--- config.mk ---
export PLATFORM = sky130hd
export DESIGN_NAME = tapid_cfg
export DESIGN_NICKNAME = d
export VERILOG_FILES = /design/src/design/tapid_pkg.sv /design/src/design/tapid_cfg.sv
export SDC_FILE = /design/constraint.sdc
export NUM_CORES = 1
export LEC_CHECK = 0
export BUFFER_PORTS_ARGS = -buffer_cell sky130_fd_sc_hd__buf_4
export CORE_MARGIN = 1.5
export CORE_UTILIZATION = 50
export DETAILED_ROUTE_END_ITERATION = 7
export PLACE_DENSITY = 0.76
export SYNTH_ARGS = -nofsm -noshare
export SYNTH_HDL_FRONTEND = slang
export SYNTH_SLANG_ARGS = --single-unit
--- constraint.sdc ---
create_clock -name clk_i -period 0.8 [get_ports clk_i]
set_input_delay 0.24 -clock clk_i [delete_from_list [all_inputs] [get_ports clk_i]]
set_output_delay 0.24 -clock clk_i [all_outputs]
set_load 0.02 [all_outputs]
--- src/design/tapid_pkg.sv ---
// ----------------------------------------------------------------------------
// tapid_pkg
// Shared types and constants for the heading PID with settle counting.
// ----------------------------------------------------------------------------
package tapid_pkg;

  localparam int CFG_IDX_W  = 3;
  localparam int CFG_DATA_W = 24;

  // Register indexes on the configuration port
  typedef enum logic [CFG_IDX_W-1:0] {
    CFG_KP     = 3'd0,
    CFG_KI     = 3'd1,
    CFG_KD     = 3'd2,
    CFG_BOUND  = 3'd3,
    CFG_MAX    = 3'd4,
    CFG_MIN    = 3'd5,
    CFG_SETTLE = 3'd6
  } cfg_idx_e;

  typedef enum logic {
    REQ_START  = 1'b0,
    REQ_SAMPLE = 1'b1
  } req_e;

  typedef struct packed {
    logic [23:0] kp_gain;
    logic [23:0] ki_times_dt;
    logic [23:0] kd_over_dt;
    logic [14:0] error_bound;
    logic [7:0]  max_speed;
    logic [7:0]  min_speed;
    logic [3:0]  settle_count;
  } cfg_t;

  localparam logic [23:0] KP_RST     = 24'd6554;
  localparam logic [14:0] BOUND_RST  = 15'd10;
  localparam logic [7:0]  MAX_RST    = 8'd128;
  localparam logic [7:0]  MIN_RST    = 8'd13;
  localparam logic [3:0]  SETTLE_RST = 4'd8;

  localparam cfg_t CFG_RST = '{
    kp_gain:      KP_RST,
    ki_times_dt:  24'd0,
    kd_over_dt:   24'd0,
    error_bound:  BOUND_RST,
    max_speed:    MAX_RST,
    min_speed:    MIN_RST,
    settle_count: SETTLE_RST
  };

  // Stored error after reset is twice the reset bound
  localparam logic signed [15:0] LAST_ERR_RST = 16'(2 * BOUND_RST);

  // Angle wrap, centidegrees, on the 18-bit raw error
  localparam logic signed [17:0] HALF_TURN = 18'sd18000;
  localparam logic signed [17:0] FULL_TURN = 18'sd36000;
  localparam logic signed [17:0] NEG_WRAP1 = -HALF_TURN;
  localparam logic signed [17:0] NEG_WRAP2 = -(HALF_TURN + FULL_TURN);
  localparam logic signed [17:0] NEG_WRAP3 = -(HALF_TURN + 18'sd2 * FULL_TURN);
  localparam logic signed [17:0] POS_WRAP1 = HALF_TURN;
  localparam logic signed [17:0] POS_WRAP2 = HALF_TURN + FULL_TURN;
  localparam logic signed [17:0] POS_WRAP3 = HALF_TURN + 18'sd2 * FULL_TURN;

  localparam int FRAC_W = 16;
  localparam int ACC_W  = 58;

  // After the state stage
  typedef struct packed {
    logic               drive_en;
    logic signed [15:0] err;
    logic signed [31:0] sum;
    logic signed [16:0] de;
    logic               busy;
    logic               fin;
  } s1_t;

  // After the multiplier stage
  typedef struct packed {
    logic               drive_en;
    logic signed [40:0] p_kp;
    logic signed [56:0] p_ki;
    logic signed [41:0] p_kd;
    logic signed [15:0] err;
    logic               busy;
    logic               fin;
  } s2_t;

  // After the accumulate stage
  typedef struct packed {
    logic                   drive_en;
    logic signed [ACC_W-1:0] acc;
    logic signed [15:0]     err;
    logic                   busy;
    logic                   fin;
  } s3_t;

endpackage

--- src/design/tapid_cfg.sv ---
// ----------------------------------------------------------------------------
// tapid_cfg
// Configuration register file, write-only.
// ----------------------------------------------------------------------------
module tapid_cfg
  import tapid_pkg::*;
(
  input  logic                  clk_i,
  input  logic                  rst_ni,
  input  logic                  we_i,
  input  logic [CFG_IDX_W-1:0]  idx_i,
  input  logic [CFG_DATA_W-1:0] data_i,
  output cfg_t                  cfg_o
);

  cfg_t cfg_q, cfg_d;

  always_comb begin
    cfg_d = cfg_q;
    if (we_i) begin
      unique case (idx_i)
        CFG_KP:     cfg_d.kp_gain      = data_i;
        CFG_KI:     cfg_d.ki_times_dt  = data_i;
        CFG_KD:     cfg_d.kd_over_dt   = data_i;
        CFG_BOUND:  cfg_d.error_bound  = data_i[14:0];
        CFG_MAX:    cfg_d.max_speed    = data_i[7:0];
        CFG_MIN:    cfg_d.min_speed    = data_i[7:0];
        CFG_SETTLE: cfg_d.settle_count = data_i[3:0];
        default:    cfg_d = cfg_q;
      endcase
    end
  end

  always_ff @(posedge clk_i or negedge rst_ni) begin
    if (!rst_ni) begin
      cfg_q <= CFG_RST;
    end else begin
      cfg_q <= cfg_d;
    end
  end

  assign cfg_o = cfg_q;

endmodule

==> results, run 1 <==
- The run finished, with violations left.
- The final reports fail on negative setup slack.
- Across all setup checks in the final design, the least slack found is -0.523 ns.
- The first global-routing pass estimated approximately 18 mm of wire.
- The count of nets left with antenna violations once routing finished came out at 0.
- In the final timing run, aggregate negative setup slack is -65.46 ns.
- The share of final-layout standard cells stronger than drive strength 1 is 80.0%.
- The via count of the first global-routing pass is ~3.2k.
- The register share of total power is roughly two fifths.
- The kind of critical path is flop to output pin.
- The initial antenna violation count was 0.
- The power density of the placed cells is between 2000 and 3000 mW/mm².
- Cells fill between 80% and 90% of the core in the end.
- In this run the worst hold path is classified as input pin to flop.
- Setup repair after global routing could not meet its margin everywhere.
- The HPWL reported at the end of detailed placement is 6.62 mm.
- For the worst setup path, the data required time is ~0.56 ns.
- Measured along the x axis, the die boundary spans 95.3 µm.
- The number of top-level pins is ~140.
- The tool flagged a number of max-cap violations equal to 0.
- Global routing finished with a remaining overflow of 0.
- Combinational logic burns 42.8% of the power.
- The post-synthesis cell type count is 11.
- The DRC violation total after the first TritonRoute iteration is around 120.
- The count of input and output buffers is 136.
- For this configuration, the core starts out at a cell density of between 50 and 60%.
- The number of synthesis warnings is 0.
- The root buffer cell is sky130_fd_sc_hd__clkbuf_8.
- The worst slack at placement is -0.646 ns.
- The register with the most flip-flops in the layout has about 110 of them.
- The family with the most delay on the worst path is flip-flops.
- The maximum number of pins on one net before global-route repair is 35.
- The wire length per cell after detailed routing is 22.3 µm.
- The floorplan has 33 rows.
- The highest cell delay on the worst timing path is approximately 0.57 ns.
- The hold slack is about 0.098 ns.
- The clock tree synthesis step divided the H-tree into 3 levels.
- The total CTS buffers is 9.
- After detailed routing, the number of remaining DRC violations is 0.
- Derived from the worst setup path, the maximum achievable clock frequency is about 760 MHz.
- Clock-pin slew was measured on the worst setup and hold paths at around 0.11 ns.
- Walking the worst path, the cells encountered are buf_6.
- The clock arrives with 0 ns of skew.
- The most common library cell in the layout ignoring fill and taps is sky130_fd_sc_hd__buf_6.
- After synthesis the netlist holds a flip-flop and latch count of 107.
- The number of sinks on the clock net is approximately 110.
- The clock reaches the later pin of the worst-skew pair after approximately 0.38 ns.
- The pre-antenna-repair detailed-routing pass consisted of 4 iterations.
- TritonCTS built the clock tree.
- The highest ir drop seen on vdd is roughly 2.1 mV.
- Compared with the post-synthesis result, the final layout area differs by 70.2%.
- The net count after synthesis is between 200 and 300.
- In this run the power spent charging and discharging nets is about 0.0062 W.
- For this block, the via count after detailed routing is ~3k.
- After layout, the worst path uses 165% of the clock period.
- The synthesized instance count is between 200 and 250.
- In the layout the commonest cells are sky130_fd_sc_hd__buf_6, sky130_fd_sc_hd__mux2_4, sky130_fd_sc_hd__dfrtp_1, sky130_fd_sc_hd__buf_4, sky130_fd_sc_hd__dfstp_2.
- Of the total power, the share spent switching nets is between 30% and 40%.
- The cell internal power dissipation is about 0.013 W.
- Using the TritonRoute via totals, the vias-per-cell ratio works out to 5.12.
- The buffer and inverter count on the worst path is 1.
- The number of antenna diodes in the final layout is 0.
- The total routing usage reported by global routing is about 28%.
- The overall die area is between 0.009 and 0.01 mm².
- The static power due to leakage is approximately 3.6 nW.
- Setup violations remaining at the end of the flow were counted as about 210.
- The worst-margin pin slew is approximately 0.29 ns.
- The minimum period implied by the final worst setup slack is around 1.3 ns.
- The area of the placeable core is roughly 0.008 mm².
- Data arrives at the worst endpoint at 1.08 ns.
- For this run, the post-layout net count is 505.
- The headroom to the max-slew limit is between 80% and 90%.
- The per-instance average area after synthesis is about 18 µm².
- The cell with the biggest individual delay on the critical path is sky130_fd_sc_hd__dfstp_2.
- The startpoint class of the critical path is a flop.
- For this run, the register share of the synthesized area comes to 63.3%.
- The largest driver fanout on the critical path is 2.
- For this block, the routed nets add up to about 13 mm of wire.
- The final-report hold violation count came to 0.
- Per report_power, the clock group accounts for between 15 and 20% of the total.
- STA classifies the critical path endpoint as an output pin.
- The vertical die dimension is approximately 95 µm.
- The congestion estimate from routability-driven global placement came to roughly 0.76.
- The largest buffer count on any clock path is 2.
- The cell area after synthesis is roughly 0.0043 mm².
- The final number of max-transition violations is 0.
power groups by stage:
| stage | registers, W | clock network, W | logic (W) |
|---|---|---|---|
| 3_3_place_gp | 0.00747 | 0 | 0.00545 |
| 4_1_cts | 0.00762 | 0.00318 | 0.00739 |
| 2_1_floorplan | 0.00891 | 0 | 0.00152 |
| 5_1_grt | 0.00785 | 0.00345 | 0.00853 |
| 3_5_place_dp | 0.00751 | 0 | 0.00556 |
| 6_report | 0.00776 | 0.00319 | 0.00817 |
metal layers:
metal | wire [µm] | GRT usage, % | up-vias
met5 | 0 | 0 | -
met4 | 157 | 7.84 | 0
met3 | 507 | 5.02 | 11
met2 | 7030 | 49.1 | 104
met1 | 5330 | 36.1 | 1577
li1 | - | - | 1304
worst paths after layout:
| check | start | to | slack (ns) | cells past startpoint |
|---|---|---|---|---|
| setup / recovery | cfg_o[6]$_DFFE_PN1P_ | cfg_o[6] | -0.52 | 1 |
| hold / removal | data_i[15] | cfg_o[50]$_DFFE_PN0P_ | 0.1 | 2 |
| setup reg to reg | cfg_o[54]$_DFFE_PN0P_ | cfg_o[54]$_DFFE_PN0P_ | -0.27 | 3 |
| hold reg to reg | cfg_o[93]$_DFFE_PN0P_ | cfg_o[93]$_DFFE_PN0P_ | 0.54 | 1 |
| max in group asynchronous | rst_ni | cfg_o[21]$_DFFE_PN1P_ | 0.07 | 3 |
| min in group asynchronous | rst_ni | cfg_o[96]$_DFFE_PN0P_ | 0.23 | 2 |
synthesized netlist by cell type:
cell	number	share of area, %
sky130_fd_sc_hd__buf_2	2	0.24
sky130_fd_sc_hd__mux2_4	40	14
sky130_fd_sc_hd__dfrtp_1	93	55
sky130_fd_sc_hd__nand4b_2	1	0.35
sky130_fd_sc_hd__nor4b_4	1	0.56
sky130_fd_sc_hd__nand4b_1	2	0.41
sky130_fd_sc_hd__mux2_1	1	0.26
sky130_fd_sc_hd__mux2_2	66	17
sky130_fd_sc_hd__dfstp_2	14	8.6
sky130_fd_sc_hd__and4bb_2	3	0.88
sky130_fd_sc_hd__buf_6	9	2.4
final cells by class:
type,instances,area (µm²)
clock buffer,9,124
sequential,107,2700
tap,105,131
clock inverter,7,58.8
fill,335,975
multi-input combinational,114,1690
timing repair buffer,243,2540
repair_timing:
item,CTS,global route
buffers inserted,55,50
pin swaps,5,3
hold buffers,1,0
gates resized for setup,175,55
endpoints found under the setup margin,206,211
endpoints found under the hold margin,94,0
gates cloned,5,1
stage by stage:
| step | total power, W | cell area (µm²) | std cells |
|---|---|---|---|
| floorplan | 0.0104 | 4350 | 232 |
| global placement | 0.0129 | 5580 | 480 |
| detailed placement | 0.0131 | 5580 | 480 |
| CTS | 0.0182 | 6960 | 557 |
| global route | 0.0198 | 7240 | 585 |
| finish | 0.0191 | 7240 | 585 |
logic make-up after synthesis:
kind of cell	after synthesis	synth area share (%)
muxes	107	31.8
buffers and inverters	11	2.62
and+or+nand+nor	7	2.21
DFF	107	63.3
Power figures use the tool's default switching activity.
==> inputs of run 2 (changes only) <==
Settings changed: SETUP_SLACK_MARGIN from default to 0.2.
==> results, run 2 (synthesis results as in run 1) <==
- The buffer and inverter count on the worst path is 1 (unchanged).
- The static power due to leakage is 3.60 nW (was 3.58 nW).
- The sequential cell area in the final layout is 0.00277 mm² (was 0.00270 mm²).
- The final number of max-transition violations came to 0 (unchanged).
- The final weighted congestion in routability-driven placement is 0.724 (was 0.763).
- The wire length of the first global-routing pass is 19.3 mm (was 18.4 mm).
- The post-detailed-route via-to-cell ratio came to 5.42 (was 5.12).
- The via count is 3,206 (was 2,996).
- The residual antenna-violating net count after detailed routing came to 0 (unchanged).
- The kind of critical path is flop to output pin (unchanged).
- The first-pass iteration count of the detailed router is 4 (unchanged).
- The insertion delay to the later sink of the worst-skew pair came to 0.36 ns (was 0.38 ns).
- The floorplan row count is 33 (unchanged).
- The HPWL reported at the end of detailed placement was 6.53 mm (was 6.62 mm).
- The number of max-cap violations is 0 (unchanged).
- The final period utilization is 165% (about the same).
- The largest driver fanout on the critical path came to 2 (unchanged).
- The relative area change from synthesis to final layout is 76.6% (was 70.2%).
- The effective utilization at floorplan came to 51.8% (unchanged).
- The maximum number of pins on one net before global-route repair came to 25 (was 35).
- The cell with the biggest individual delay on the critical path is sky130_fd_sc_hd__dfstp_2 (unchanged).
- The number of sinks on the clock net is 107 (unchanged).
- The minimum period implied by the final worst setup slack is 1.32 ns (about the same).
- The flip-flop count of the largest register after layout is 107 (unchanged).
- The number of diodes is 0 (unchanged).
- The hold slack is -0.274 ns (was 0.0983 ns).
- The total CTS buffers is 9 (unchanged).
- The final instance area is 0.00752 mm² (was 0.00724 mm²).
- The number of top-level pins is 137 (unchanged).
- The clock slew seen by the registers of the worst setup and hold paths was 0.11 ns (about the same).
- The worst slack at placement is -0.625 ns (was -0.646 ns).
- The path type of the worst min-delay path is input pin to asynchronous set/reset pin (was input pin to flop).
- The wire length per cell after detailed routing was 25.7 µm (was 22.3 µm).
- Critical Path, Cell by Cell: buf_6 (unchanged).
- The timing-limited maximum frequency is 757 MHz (was 756 MHz).
- The count of endpoints failing setup in the final report is 214 (unchanged).
- The final-report hold violation count came to 27 (was 0).
- The overall die area is 0.00907 mm² (unchanged).
- The remaining routing DRC violations is 0 (unchanged).
- The post-placement cell area came to 0.00568 mm² (was 0.00558 mm²).
- Unrepaired setup endpoints after global routing: yes (unchanged).
- The final wirelength is 15.2 mm (was 13.0 mm).
- The most common library cell in the layout ignoring fill and taps is sky130_fd_sc_hd__buf_6 (unchanged).
- The root buffer cell is sky130_fd_sc_hd__clkbuf_8 (unchanged).
- The clock tree from TritonCTS is built (unchanged).
- The area of the placeable core is 0.00822 mm² (unchanged).
- The total routing usage reported by global routing is 29.6% (was 28.2%).
- The fraction of met2 tracks used by global routing is 49.4% (was 49.1%).
- The met1 layer usage reported by global route was 38.7% (was 36.1%).
- Top library cells by usage in the layout, fill and taps aside: sky130_fd_sc_hd__buf_6, sky130_fd_sc_hd__mux2_4, sky130_fd_sc_hd__buf_4, sky130_fd_sc_hd__dfrtp_2, sky130_fd_sc_hd__dfrtp_1 (was sky130_fd_sc_hd__buf_6, sky130_fd_sc_hd__mux2_4, sky130_fd_sc_hd__dfrtp_1, sky130_fd_sc_hd__buf_4, sky130_fd_sc_hd__dfstp_2).
- The highest cell delay on the worst timing path is 0.58 ns (was 0.57 ns).
- The share of final-layout standard cells stronger than drive strength 1 came to 92.2% (was 80.0%).
- The DRC violation total after the first TritonRoute iteration was 120 (was 118).
- The residual overflow from global routing is 0 (unchanged).
- The startpoint class of the critical path is a flop (unchanged).
- The family with the most delay on the worst path is flip-flops (unchanged).
- The setup skew after layout is 0 ns (unchanged).
- The met3 demand-to-capacity share in global routing is 4.31% (was 5.02%).
- The endpoint arrival time on the critical path came to 1.08 ns (about the same).
- The number of H-tree levels is 3 (unchanged).
- The worst-margin pin slew was 0.272 ns (was 0.292 ns).
- The area of combinational cells with multiple inputs came to 0.00169 mm² (about the same).
- The sort of element at the end of the critical path is an output pin (unchanged).
- The chip width was 95.3 µm (unchanged).
- The initial antenna violation count is 0 (unchanged).
- The largest buffer count on any clock path is 2 (unchanged).
- The smallest setup slack after layout is -0.520 ns (was -0.523 ns).
- The count of input and output buffers is 136 (unchanged).
- The vertical die dimension is 95.3 µm (unchanged).
- The number of filler instances in the final layout is 268 (was 335).
- The highest ir drop seen on vdd is 1.66 mV (was 2.12 mV).
- The final net count is 511 (was 505).
- The power density of the placed cells came to 2630 mW/mm² (was 2640 mW/mm²).
- Status: finished, violations left (unchanged).
- Failing checks: negative hold slack, negative setup slack (was negative setup slack).
- The via count of the first global-routing pass is 3,338 (was 3,182).
- The routing layer with the top usage in global route was met2 (unchanged).
- The headroom to the max-slew limit is 81.9% (was 80.4%).
- The sum of internal, switching and leakage power came to 0.0198 W (was 0.0191 W).
- The required time of the worst setup path is 0.56 ns (about the same).
run 2: changes by cell type in the layout (fill, tap and decap cells not counted), moves of 8 or more:
cell / before / now
sky130_fd_sc_hd__buf_8: 11 / 2
sky130_fd_sc_hd__dfrtp_1: 93 / 36
sky130_fd_sc_hd__buf_6: 141 / 123
sky130_fd_sc_hd__buf_4: 82 / 99
sky130_fd_sc_hd__buf_16: 0 / 8
sky130_fd_sc_hd__dfrtp_2: 0 / 57
sky130_fd_sc_hd__buf_12: 8 / 17
run 2: final timing paths:
check	startpoint	to	slack (ns)	cells past startpoint
max in group asynchronous	rst_ni	cfg_o[3]$_DFFE_PN1P_	0.57	2
worst min register to register	cfg_o[82]$_DFFE_PN0P_	cfg_o[82]$_DFFE_PN0P_	0.54	1
min in group clk_i	data_i[18]	cfg_o[53]$_DFFE_PN0P_	0.12	2
worst max-delay path	cfg_o[19]$_DFFE_PN1P_	cfg_o[19]	-0.52	1
worst max register to register	cfg_o[52]$_DFFE_PN0P_	cfg_o[52]$_DFFE_PN0P_	-0.27	3
worst min-delay path	rst_ni	cfg_o[44]$_DFFE_PN0P_	-0.27	1
run 2: per-stage QoR:
step	setup TNS, ns	cells	hold WS (ns)	utilization, %
after detailed placement	-59.82	481	0.131	69.2
after global placement	-58.27	481	0.128	69.2
final	-69.17	591	-0.274	91.5
after global routing	-71.83	591	-0.286	91.5
after CTS	-61.68	552	-0.273	87.1
after floorplan	-45.33	232	-0.0556	-
run 2: layout make-up:
cell class              instances  area share (%)
multi-input cells             114            22.5
clock inverters                 6           0.949
repair buffers                249            36.2
well taps                     105            1.75
clock buffers                  10            1.83
flip-flops and latches        107            36.8
run 2: where the power goes:
group / internal, W / total (W) / leakage [nW] / switching, W
registers: 0.00684 / 0.00792 / 1.20 / 0.00108
logic: 0.00494 / 0.00826 / 2.29 / 0.00331
clock network: 0.00157 / 0.00362 / 0.105 / 0.00205
run 2: timing repair:
action / in CTS / in global routing
cloned: 8 / 0
hold endpoints to repair: 35 / 12
setup buffers: 47 / 39
resized for setup: 178 / 7
pin swaps: 3 / 2
endpoints found under the setup margin: 214 / 214
run 2: per-layer routing:
metal | up-vias | wire length (µm)
li1 | 1327 | -
met1 | 1677 | 5930
met2 | 154 | 7640
met3 | 48 | 957
met4 | 0 | 649
met5 | - | 0
==> inputs of run 3 (changes only) <==
Settings changed: CORE_UTILIZATION 50 to 23, PLACE_DENSITY 0.76 to 0.39, SETUP_SLACK_MARGIN 0.2 to 0.02.
==> results, run 3 (synthesis results as in run 1) <==
- The number of top-level pins came to 137 (unchanged).
- The family with the most delay on the worst path is flip-flops (unchanged).
- The chip width is 139 µm (was 95.3 µm).
- The headroom to the max-slew limit is 62.8% (was 81.9%).
- The via count of the first global-routing pass is 3,044 (was 3,338).
- The static power due to leakage was 3.59 nW (was 3.60 nW).
- Status: finished, violations left (unchanged).
- Top library cells by usage in the layout, fill and taps aside: sky130_fd_sc_hd__buf_6, sky130_fd_sc_hd__mux2_4, sky130_fd_sc_hd__dfrtp_1, sky130_fd_sc_hd__buf_4, sky130_fd_sc_hd__buf_12 (was sky130_fd_sc_hd__buf_6, sky130_fd_sc_hd__mux2_4, sky130_fd_sc_hd__buf_4, sky130_fd_sc_hd__dfrtp_2, sky130_fd_sc_hd__dfrtp_1).
- The clock slew seen by the registers of the worst setup and hold paths is 0.07 ns (was 0.11 ns).
- The largest buffer count on any clock path is 2 (unchanged).
- The wire length per cell after detailed routing came to 18.5 µm (was 25.7 µm).
- The total routing usage reported by global routing came to 13.3% (was 29.6%).
- The number of max-cap violations was 0 (unchanged).
- The path type of the worst min-delay path was input pin to asynchronous set/reset pin (unchanged).
- The required time of the worst setup path is 0.56 ns (about the same).
- The count of input and output buffers is 136 (unchanged).
- The first-pass iteration count of the detailed router is 4 (unchanged).
- The share of final-layout standard cells stronger than drive strength 1 was 79.2% (was 92.2%).
- The overall die area is 0.0193 mm² (was 0.00907 mm²).
- The minimum setup slack among reg-to-reg paths is -0.22 ns (was -0.27 ns).
- The met3 demand-to-capacity share in global routing was 4.18% (was 4.31%).
- The clock tree from TritonCTS is built (unchanged).
- The number of cells traversed by the worst register-to-register path is 3 (unchanged).
- The post-detailed-route via-to-cell ratio came to 4.04 (was 5.42).
- The buffer and inverter count on the worst path came to 1 (unchanged).
- The final core utilization is 41.4% (was 91.5%).
- The effective utilization at floorplan came to 23.6% (was 51.8%).
- The highest cell delay on the worst timing path is 0.55 ns (was 0.58 ns).
- The count of endpoints failing setup in the final report came to 214 (unchanged).
- The root buffer cell is sky130_fd_sc_hd__clkbuf_16 (was sky130_fd_sc_hd__clkbuf_8).
- The wire length of the first global-routing pass is 19.2 mm (was 19.3 mm).
- The reg-to-reg startpoint is cfg_o[41]$_DFFE_PN0P_ (was cfg_o[52]$_DFFE_PN0P_).
- The most common library cell in the layout ignoring fill and taps is sky130_fd_sc_hd__buf_6 (unchanged).
- The residual antenna-violating net count after detailed routing was 0 (unchanged).
- The total CTS buffers is 9 (unchanged).
- The number of diodes is 0 (unchanged).
- The via count was 2,814 (was 3,206).
- The final total negative setup slack was -56.63 ns (was -69.17 ns).
- The largest driver fanout on the critical path came to 2 (unchanged).
- The sort of element at the end of the critical path is an output pin (unchanged).
- The timing-limited maximum frequency is 796 MHz (was 757 MHz).
- The number of filler instances in the final layout came to 1,714 (was 268).
- The flip-flop count of the largest register after layout is 107 (unchanged).
- The vertical die dimension came to 139 µm (was 95.3 µm).
- The sum of internal, switching and leakage power is 0.0200 W (was 0.0198 W).
- The startpoint class of the critical path is a flop (unchanged).
- The final wirelength is 12.9 mm (was 15.2 mm).
- The setup skew after layout is 0 ns (unchanged).
- The relative area change from synthesis to final layout is 75.2% (was 76.6%).
- The area of the placeable core is 0.0180 mm² (was 0.00822 mm²).
- The final weighted congestion in routability-driven placement is 0.680 (was 0.724).
- The final net count is 492 (was 511).
- The final number of max-transition violations is 0 (unchanged).
- The cell with the biggest individual delay on the critical path is sky130_fd_sc_hd__dfstp_2 (unchanged).
- The final period utilization came to 157% (was 165%).
- The post-placement cell area was 0.00573 mm² (was 0.00568 mm²).
- Failing checks: negative setup slack (was negative hold slack, negative setup slack).
- The floorplan row count is 49 (was 33).
- The worst-margin pin slew was 0.558 ns (was 0.272 ns).
- The residual overflow from global routing is 0 (unchanged).
- The kind of critical path is flop to output pin (unchanged).
- The minimum period implied by the final worst setup slack is 1.26 ns (was 1.32 ns).
- The hold slack came to 0.0439 ns (was -0.274 ns).
- The HPWL reported at the end of detailed placement is 7.66 mm (was 6.53 mm).
- The highest ir drop seen on vdd is 1.07 mV (was 1.66 mV).
- The maximum number of pins on one net before global-route repair is 29 (was 25).
- The insertion delay to the later sink of the worst-skew pair is 0.35 ns (was 0.36 ns).
- The smallest setup slack after layout came to -0.456 ns (was -0.520 ns).
- The final-report hold violation count came to 0 (was 27).
- The number of H-tree levels is 3 (unchanged).
- The routing layer with the top usage in global route is met2 (unchanged).
- The initial antenna violation count is 0 (unchanged).
- The final instance area was 0.00745 mm² (was 0.00752 mm²).
- The fraction of met2 tracks used by global routing is 20.3% (was 49.4%).
- Critical Path, Cell by Cell: buf_6 (unchanged).
- The DRC violation total after the first TritonRoute iteration is 69 (was 120).
- Unrepaired setup endpoints after global routing: yes (unchanged).
- The endpoint arrival time on the critical path is 1.02 ns (was 1.08 ns).
- The number of sinks on the clock net is 107 (unchanged).
- The power density of the placed cells was 2680 mW/mm² (was 2630 mW/mm²).
- The remaining routing DRC violations is 0 (unchanged).
- The end of the worst register-to-register path is cfg_o[41]$_DFFE_PN0P_ (was cfg_o[52]$_DFFE_PN0P_).
- The met1 layer usage reported by global route is 18.0% (was 38.7%).
==> run 3: cell count changes in the layout (fill, tap and decap cells not counted), sizes merged <==
cell,before,now
buf,249,224
dlymetal6s4s,0,2
clkinvlp,1,2
clkbuf,10,14
inv,2,1
==> run 3: stage by stage <==
| step | worst slack, ns | instances |
|---|---|---|
| 5_1_grt | -0.495 | 696 |
| 4_1_cts | -0.469 | 670 |
| 2_1_floorplan | -0.565 | 232 |
| 6_report | -0.456 | 696 |
| 3_5_place_dp | -0.656 | 602 |
| 3_3_place_gp | -0.621 | 602 |
==> run 3: routing by layer <==
layer,vias up,wire length (µm)
met1,1424,6030
met5,-,0
li1,1295,-
met2,86,6030
met3,9,662
met4,0,150
==> run 3: report_power, final <==
group          switching [W]  internal [W]  leakage (nW)  total, W
sequential          0.000898       0.00673          1.26   0.00762
clock                0.00205       0.00251         0.145   0.00456
combinational        0.00298       0.00480          2.18   0.00778
total                0.00592        0.0140          3.59    0.0200
==> run 3: what timing repair did <==
action,in CTS,in global routing
pin swaps,4,3
setup buffers,45,33
gates resized for setup,170,28
hold buffers,2,0
endpoints found under the setup margin,211,289
cloned,5,2
hold endpoints to repair,64,0
==> run 3: worst max path at each step <==
stage	slack (ns)	cells past startpoint	start	endpoint
final	-0.46	1	cfg_o[91]$_DFFE_PN1P_	cfg_o[91]
after global routing	-0.50	1	cfg_o[91]$_DFFE_PN1P_	cfg_o[91]
after CTS	-0.47	1	cfg_o[19]$_DFFE_PN1P_	cfg_o[19]
after detailed placement	-0.66	4	idx_i[2]	cfg_o[97]$_DFFE_PN0P_
after global placement	-0.62	4	idx_i[2]	cfg_o[103]$_DFFE_PN0P_
after floorplan	-0.57	4	idx_i[0]	cfg_o[100]$_DFFE_PN0P_
==> run 3: final cells by class <==
| class | count | area, µm² | share of cell area [%] |
|---|---|---|---|
| clock buffer | 10 | 239 | 3.21 |
| clock inverter | 6 | 63.8 | 0.856 |
| multi-input combinational | 114 | 1690 | 22.7 |
| sequential | 107 | 2700 | 36.2 |
| tap | 229 | 287 | 3.84 |
| timing repair buffer | 230 | 2480 | 33.3 |
